`src/rtl/core/rtvd_pkg.sv`:
```
// Shared constants and types of the 2D total-variation denoiser.
// Used by rtvd_nlu and rof_tv_denoise_2d; depends on nothing.
package rtvd_pkg;

  localparam int MAX_WIDTH  = 256;
  localparam int MAX_HEIGHT = 256;
  localparam int XW = $clog2(MAX_WIDTH);
  localparam int YW = $clog2(MAX_HEIGHT);
  localparam int AW = XW + YW;

  // eps = 1.0e-4 in Q.32
  localparam logic [49:0] EPS_Q32 = 50'd429497;
  localparam logic [14:0] GRAD_MAX = 15'h7fff;

  typedef enum logic [2:0] {
    CFG_WIDTH  = 3'd0,
    CFG_HEIGHT = 3'd1,
    CFG_ITER   = 3'd2,
    CFG_STEP   = 3'd3,
    CFG_LAMBDA = 3'd4
  } cfg_idx_e;

  typedef struct packed {
    logic        start;
    logic [15:0] ud;
    logic [15:0] um;
  } nlu_req_t;

  typedef struct packed {
    logic        done;
    logic [14:0] mag;
  } nlu_rsp_t;

endpackage

```
`src/rtl/core/rtvd_nlu.sv`:
```
// Normalised gradient unit: |d| * 2^22 / isqrt((d^2 + m^2) * 2^16 + eps).
// One shared multiplier, bit-serial root and restoring divide. Uses rtvd_pkg.
module rtvd_nlu (
  input  logic              clk_i,
  input  logic              rst_ni,
  input  rtvd_pkg::nlu_req_t req_i,
  output rtvd_pkg::nlu_rsp_t rsp_o
);
  import rtvd_pkg::*;

  typedef enum logic [2:0] {
    N_IDLE, N_SQ1, N_SQ2, N_SUM, N_ROOT, N_DIVI, N_DIV, N_DONE
  } nst_e;

  nst_e        st_q;
  logic [15:0] ud_q, um_q, mul_a;
  logic [31:0] prod_q;
  logic [32:0] acc_q, acc_sum;
  logic [49:0] x_q, res_q, bit_q, trial;
  logic [41:0] num_q, den_q;
  logic [16:0] quo_q;
  logic [4:0]  cnt_q;

  assign mul_a   = (st_q == N_SQ1) ? ud_q : um_q;
  assign acc_sum = acc_q + {1'b0, prod_q};
  assign trial   = res_q + bit_q;

  always_ff @(posedge clk_i or negedge rst_ni) begin
    if (!rst_ni) begin
      st_q   <= N_IDLE;
      ud_q   <= '0;
      um_q   <= '0;
      prod_q <= '0;
      acc_q  <= '0;
      x_q    <= '0;
      res_q  <= '0;
      bit_q  <= '0;
      num_q  <= '0;
      den_q  <= '0;
      quo_q  <= '0;
      cnt_q  <= '0;
    end else begin
      case (st_q)
        N_IDLE: begin
          if (req_i.start) begin
            ud_q <= req_i.ud;
            um_q <= req_i.um;
            st_q <= N_SQ1;
          end
        end
        N_SQ1: begin
          prod_q <= mul_a * mul_a;
          st_q   <= N_SQ2;
        end
        N_SQ2: begin
          acc_q  <= {1'b0, prod_q};
          prod_q <= mul_a * mul_a;
          st_q   <= N_SUM;
        end
        N_SUM: begin
          x_q   <= {1'b0, acc_sum, 16'b0} + EPS_Q32;
          res_q <= '0;
          bit_q <= 50'd1 << 48;
          st_q  <= N_ROOT;
        end
        N_ROOT: begin
          if (x_q >= trial) begin
            x_q   <= x_q - trial;
            res_q <= (res_q >> 1) + bit_q;
          end else begin
            res_q <= res_q >> 1;
          end
          bit_q <= bit_q >> 2;
          if (bit_q[0]) st_q <= N_DIVI;
        end
        N_DIVI: begin
          num_q <= {4'b0, ud_q, 22'b0} + {17'b0, res_q[25:1]};
          den_q <= {res_q[25:0], 16'b0};
          quo_q <= '0;
          cnt_q <= 5'd16;
          st_q  <= N_DIV;
        end
        N_DIV: begin
          if (num_q >= den_q) begin
            num_q <= num_q - den_q;
            quo_q <= {quo_q[15:0], 1'b1};
          end else begin
            quo_q <= {quo_q[15:0], 1'b0};
          end
          den_q <= den_q >> 1;
          cnt_q <= cnt_q - 5'd1;
          if (cnt_q == 5'd0) st_q <= N_DONE;
        end
        N_DONE: st_q <= N_IDLE;
        default: st_q <= N_IDLE;
      endcase
    end
  end

  assign rsp_o.done = (st_q == N_DONE);
  assign rsp_o.mag  = (quo_q > {2'b0, GRAD_MAX}) ? GRAD_MAX : quo_q[14:0];

endmodule

```
`config.mk`:
```
export PLATFORM = sky130hd
export DESIGN_NAME = rtvd_nlu
export DESIGN_NICKNAME = d
export VERILOG_FILES = /design/src/rtl/core/rtvd_pkg.sv /design/src/rtl/core/rtvd_nlu.sv
export SDC_FILE = /design/constraint.sdc
export NUM_CORES = 2
export LEC_CHECK = 0
export BUFFER_PORTS_ARGS = -buffer_cell sky130_fd_sc_hd__buf_2
export CORE_MARGIN = 1
export CORE_UTILIZATION = 30
export DETAILED_ROUTE_END_ITERATION = 10
export PLACE_DENSITY_LB_ADDON = 0.12
export RECOVER_POWER = 25
export SLEW_MARGIN = 25
export SYNTH_ARGS = -nofsm -noshare
export SYNTH_HDL_FRONTEND = slang
export SYNTH_SLANG_ARGS = --single-unit
```
`constraint.sdc`:
```
create_clock -name clk_i -period 9.2 [get_ports clk_i]
set_input_delay 0.46 -clock clk_i [delete_from_list [all_inputs] [get_ports clk_i]]
set_output_delay 0.46 -clock clk_i [all_outputs]
set_load 0.005 [all_outputs]
```
Word level (Yosys, flattened, before mapping)
Index checks and enable logic that the tools add are counted.
{ "classes": {"addsub": 8, "mul": 1, "n_lt_le_gt_ge": 3, "eq_ne": 12, "mux": 17, "n_reduce_logical": 9} }
{ "ops": {"columns": ["cell", "n"], "rows": [
  ["one-hot mux 50 bit (2 select lines)", 3],
  ["one-hot mux 42 bit (2 select lines)", 2],
  ["2-to-1 mux 50 bit", 2],
  ["adder 49 x 19 -> 50 bit (second input constant)", 1],
  ["adder 49 x 50 -> 50 bit", 1],
  ["adder 50 bit", 1],
  [">= comparator 50 bit", 1],
  ["subtractor 50 bit", 1],
  [">= comparator 42 bit", 1],
  ["2-to-1 mux 42 bit", 1],
  ["subtractor 42 bit", 1],
  ["adder 38 x 25 -> 39 bit", 1],
  ["one-hot mux 17 bit (2 select lines)", 1],
  ["adder 32 x 32 -> 33 bit", 1],
  ["multiplier 16 x 16 -> 32 bit", 1],
  ["one-hot mux 3 bit (8 select lines)", 1],
  ["> comparator 17 x 15 -> 1 bit (second input constant)", 1],
  ["2-to-1 mux 16 bit", 1],
  ["2-to-1 mux 15 bit", 1],
  ["== test 3 bit (second input constant)", 4],
  ["!= test 2 bit (second input constant)", 5],
  ["one-hot mux 5 bit (2 select lines)", 1],
  ["2-to-1 mux 3 bit", 3],
  ["== test 3 x 2 -> 1 bit (second input constant)", 2],
  ["9 further kinds", 12]
]} }
{ "totals": {"ff_bits": 355, "in_bits": 35, "output_inout_bits": 16, "word_cells": 62} }

Longest topological paths before layout
{ "logic_depth": {"depth_word": 4, "depth_mapped": 31, "ltp_nobuf": 29} }

Worst setup path after synthesis
OpenSTA, ideal clock, no wires.
{ "synth_path": {"kind": "flip-flop to flip-flop", "start": "register st_q[1]", "end": "register prod_q[30]", "setup_ns": 0.136, "t_arrival_ns": 7.533, "t_required_ns": 9.064, "path_slack_ns": 1.531, "path_stages_with_launch": 30, "n_path_buf": 2, "synth_period_minus_slack_ns": 7.669, "path_cell_list": "dfrtp_1 > clkbuf_1 > nor3b_1 > clkbuf_1 > mux2i_1 > nor2_1 > fa_1 > inv_1 > fa_1 > inv_1 > fa_1 > inv_1 > fa_1 > inv_1 > fa_1 > inv_1 > fa_1 > inv_1 > ha_1 > and2_1 > a221o_1 > a21o_1 > nand2_1 > a31oi_1 > a211oi_1 > o21ai_0 > a21o_1 > o31a_1 > xnor2_1 > o21ai_0"} }
{ "synth_via": {"elab_chain_cells": 3, "elab_cells_between_ends": 5, "cone_classes": "mul: 1; eq/ne: 2; mux: 1; reduce/logical: 1"} }
{ "synth_lines": {"columns": ["item", "line", "text"], "rows": [
  ["from (decl)", "rtvd_nlu.sv:15", "nst_e st_q;"],
  ["from (signal assigned)", "rtvd_nlu.sv:30", "st_q <= N_IDLE;"],
  ["from (signal assigned)", "rtvd_nlu.sv:48", "st_q <= N_SQ1;"],
  ["from (signal assigned)", "rtvd_nlu.sv:53", "st_q <= N_SQ2;"],
  ["== test 3 x 1 -> 1 bit", "rtvd_nlu.sv:24, rtvd_nlu.sv:43", null],
  ["2-to-1 mux 16 bit", "rtvd_nlu.sv:24", "assign mul_a = (st_q == N_SQ1) ? ud_q : um_q;"],
  ["multiplier 16 x 16 -> 32 bit", "rtvd_nlu.sv:52, rtvd_nlu.sv:57", null],
  ["to (signal assigned)", "rtvd_nlu.sv:52", "prod_q <= mul_a * mul_a;"],
  ["to (signal assigned)", "rtvd_nlu.sv:57", "prod_q <= mul_a * mul_a;"],
  ["to (decl)", "rtvd_nlu.sv:17", "logic [31:0] prod_q;"]
]} }
Several ways; a longest one is shown, not always the timed one.
A chain may end at the register's enable or synchronous reset.

Final worst setup path
{ "layout_path": {"start": "register st_q[1]", "end": "register prod_q[31]"} }
Same word-level chain as after synthesis.

==> flow_summary.yaml <==
sta:
  slew_headroom: -3.11
  timing.fmax_mhz: 122
  layout_min_cycle_time_ns: 8.22
  setup_violations: 0
  min_period_over_period: 0.894
  rsz0062_at_grt: "false"
  tns_ns: 0
  tightest_slew_ns: 6.17
  finalMaxSlewViolations: 175
  final_hold_viol_count: 0
  whs_ns: 0.0555
  fin_skew_ns: 0.0479
route:
  totalWireLength_um: 90600
  vias: 25400
  drt-vias-per-instance: 5.05
  dr.pass1.iters: 5
  ant_nets: 0
  drt_iter0_drc: 1351
  remaining_drc_errors: 0
  routedWlPerCell_um: 18.0
worst_setup_path:
  crit_path_start_kind: "register"
  reg2reg_slack_ns: 0.98
  end_kind: "register"
  crit_slowest_cell: "fa_1"
  arrival_ns: 8.72
  critPathKind: "reg -> reg"
  worstPathMaxFanout: 21
  crit_path_frequent_cell: "inv_1"
  cp.required_ns: 9.70
  cp_slowest_stage_delay_ns: 0.53
cells_and_area:
  drive_gt1_frac: 0.0813
  fin_cells: 5023
  layout_common_cells: "nand2_1 (410), dfrtp_1 (328), inv_1 (318), o21ai_0 (309), nor2_1 (289)"
  layout_commonest_cell: "nand2_1"
  nFillCells: 10900
  area_growth_pct: 10.3
  final_nets: 4101
  final_area_um2: 34400
yosys:
  syn-num-nets: 4125
  synthFlopType: "dfrtp_1"
  synthArstFlopShare: 1.00
  synth-edff-count: 0
  avgSynthCellArea_um2: 8.56
  postSynthCellCount: 3647
  ys_ff_latch: 328
  synth_cell_types: 91
  synth_area_um2: 31200
  ys.warnings.count: 0
  seq_area_frac_synth: 0.263
placement:
  place_area_um2: 32900
  dp_hpwl_um: 68500
  io_buffers: 50
  place.gp.congestion: 0.827
  numPlacedInstances: 4942
global_route:
  grt_pass1_vias: 26000
  antenna_found_initial: 4
  grt_overflow: 0
  groute.usage.overall: 0.174
  grt_max_degree: 160
  grt_pass1_wl_um: 148000
floorplan:
  io_pins: 51
  die_w_um: 324
  dieHeight_um: 324
  start_util: 0.304
  rows: 117
  dieArea_um2: 105000
  core_region_area_um2: 102000
cts:
  insertion_delay_ns: 0.63
  clk_pin_slew_ns: 0.07
  htreeDepth: 2
  root_buffer: "clkbuf_16"
  postCtsSetupBuffers: 0
  clk_path_buf_depth: 3
  cts.sinks: 328
  cts_tree: "built"
  cts_made_buffers: 45
  post_cts_resized: 0
job:
  drv_cap: 2
min_path:
  hold_path_class: "in -> reg"
outcome:
  violations: "capacitance limit, slew limit"
  status: "finished with violations"
-- routing by layer --
metal / global-route usage / routed length (um) / vias up
met3: 0.0208 / 2940 / 92
met2: 0.289 / 42200 / 329
met4: 0.0379 / 1860 / 0
li1: - / - / 12600
met5: 0 / 0 / -
met1: 0.240 / 43600 / 12400
-- worst max-delay path: cells and delay by family, from the launching register on --
| family | cells | cell delay [ns] |
|---|---|---|
| AO/OA/AOI/OAI | 8 | 1.83 |
| flip-flops | 1 | 0.50 |
| buffers and inverters | 9 | 1.05 |
| multiplexers | 1 | 0.52 |
| adder cells (fa/ha/maj) | 7 | 3.37 |
| XOR/XNOR | 1 | 0.13 |
| AND/OR/NAND/NOR | 4 | 0.69 |
-- per-stage QoR --
step	setup WS, ns	util
after floorplan	1.53	-
after global placement	1.07	0.321
after detailed placement	0.972	0.321
after CTS	0.932	0.336
after global routing	0.387	0.336
final	0.977	0.336
-- cell type report --
cell class / count / area, um^2 / share of cell area
Sequential cell: 328 / 8210 / 0.238
Antenna cell: 1 / 2.50 / 0.0000727
Inverter: 324 / 1220 / 0.0353
Multi-Input combinational cell: 2838 / 21200 / 0.616
Tap cell: 1368 / 1710 / 0.0497
Clock buffer: 58 / 1250 / 0.0365
Timing Repair Buffer: 86 / 539 / 0.0157
Clock inverter: 20 / 275 / 0.00800
-- flip-flops by register name, indices dropped and copies added (netlist names), 17 cells and up --
| name | count |
|---|---|
| res_q | 50 |
| x_q | 50 |
| num_q | 42 |
| bit_q | 25 |
| prod_q | 31 |
| quo_q | 17 |
| acc_q | 31 |
| den_q | 42 |
-- what timing repair did --
action,in CTS,in global routing
endpoints found under the hold margin,105,0
endpoints found under the setup margin,0,0
hold buffers,1,0
-- cells by family after synthesis --
logic type / Yosys count / share of synthesized area
and+or+nand+nor: 1052 / 0.154
AOI/OAI and AO/OA: 964 / 0.192
adders and majority gates: 443 / 0.218
xor gates and xnor gates: 263 / 0.0738
buffers and inverters: 481 / 0.0592
DFF: 328 / 0.263
muxes: 116 / 0.0404
-- cells in the mapped netlist (7+ instances only) --
cell type / n / area [um^2]
xor2_1: 121 / 1060
nand3_1: 63 / 315
nor3b_1: 9 / 67.6
a21oi_1: 247 / 1240
a22o_1: 44 / 385
buf_1: 10 / 37.5
or3_1: 30 / 188
a21o_1: 88 / 661
nor3_1: 45 / 225
nor4_1: 14 / 87.6
and2_1: 19 / 119
and4_1: 7 / 61.3
fa_1: 166 / 3320
clkbuf_1: 135 / 507
mux2i_1: 37 / 370
mux2_2: 79 / 890
and3_1: 18 / 113
ha_1: 277 / 3470
xnor2_1: 142 / 1240
or2_2: 9 / 56.3
a31o_2: 12 / 105
nand2_1: 412 / 1550
o21a_1: 24 / 180
nand2b_1: 29 / 181
nor2_1: 293 / 1100
dfrtp_1: 328 / 8210
o31ai_1: 14 / 105
o21ai_0: 309 / 1550
o21bai_1: 30 / 225
a31oi_1: 61 / 382
nor2b_1: 34 / 213
o211ai_1: 15 / 113
a211oi_1: 26 / 195
nand4_1: 38 / 238
inv_1: 318 / 1190
-- path summary, 6_finish.rpt --
| path | startpoint | end | cells past startpoint |
|---|---|---|---|
| setup / recovery | st_q[1] | prod_q[31] | 30 |
| hold / removal | req_i[11] | um_q[11] | 2 |
| setup reg to reg | st_q[1] | prod_q[31] | 30 |
| hold reg to reg | den_q[9] | den_q[9] | 2 |
| max in group asynchronous | rst_ni | res_q[43] | 4 |
| min in group asynchronous | rst_ni | um_q[11] | 2 |
Power is not shown: default switching activity piles up to over one toggle a cycle in this logic, so the estimate is an artifact.
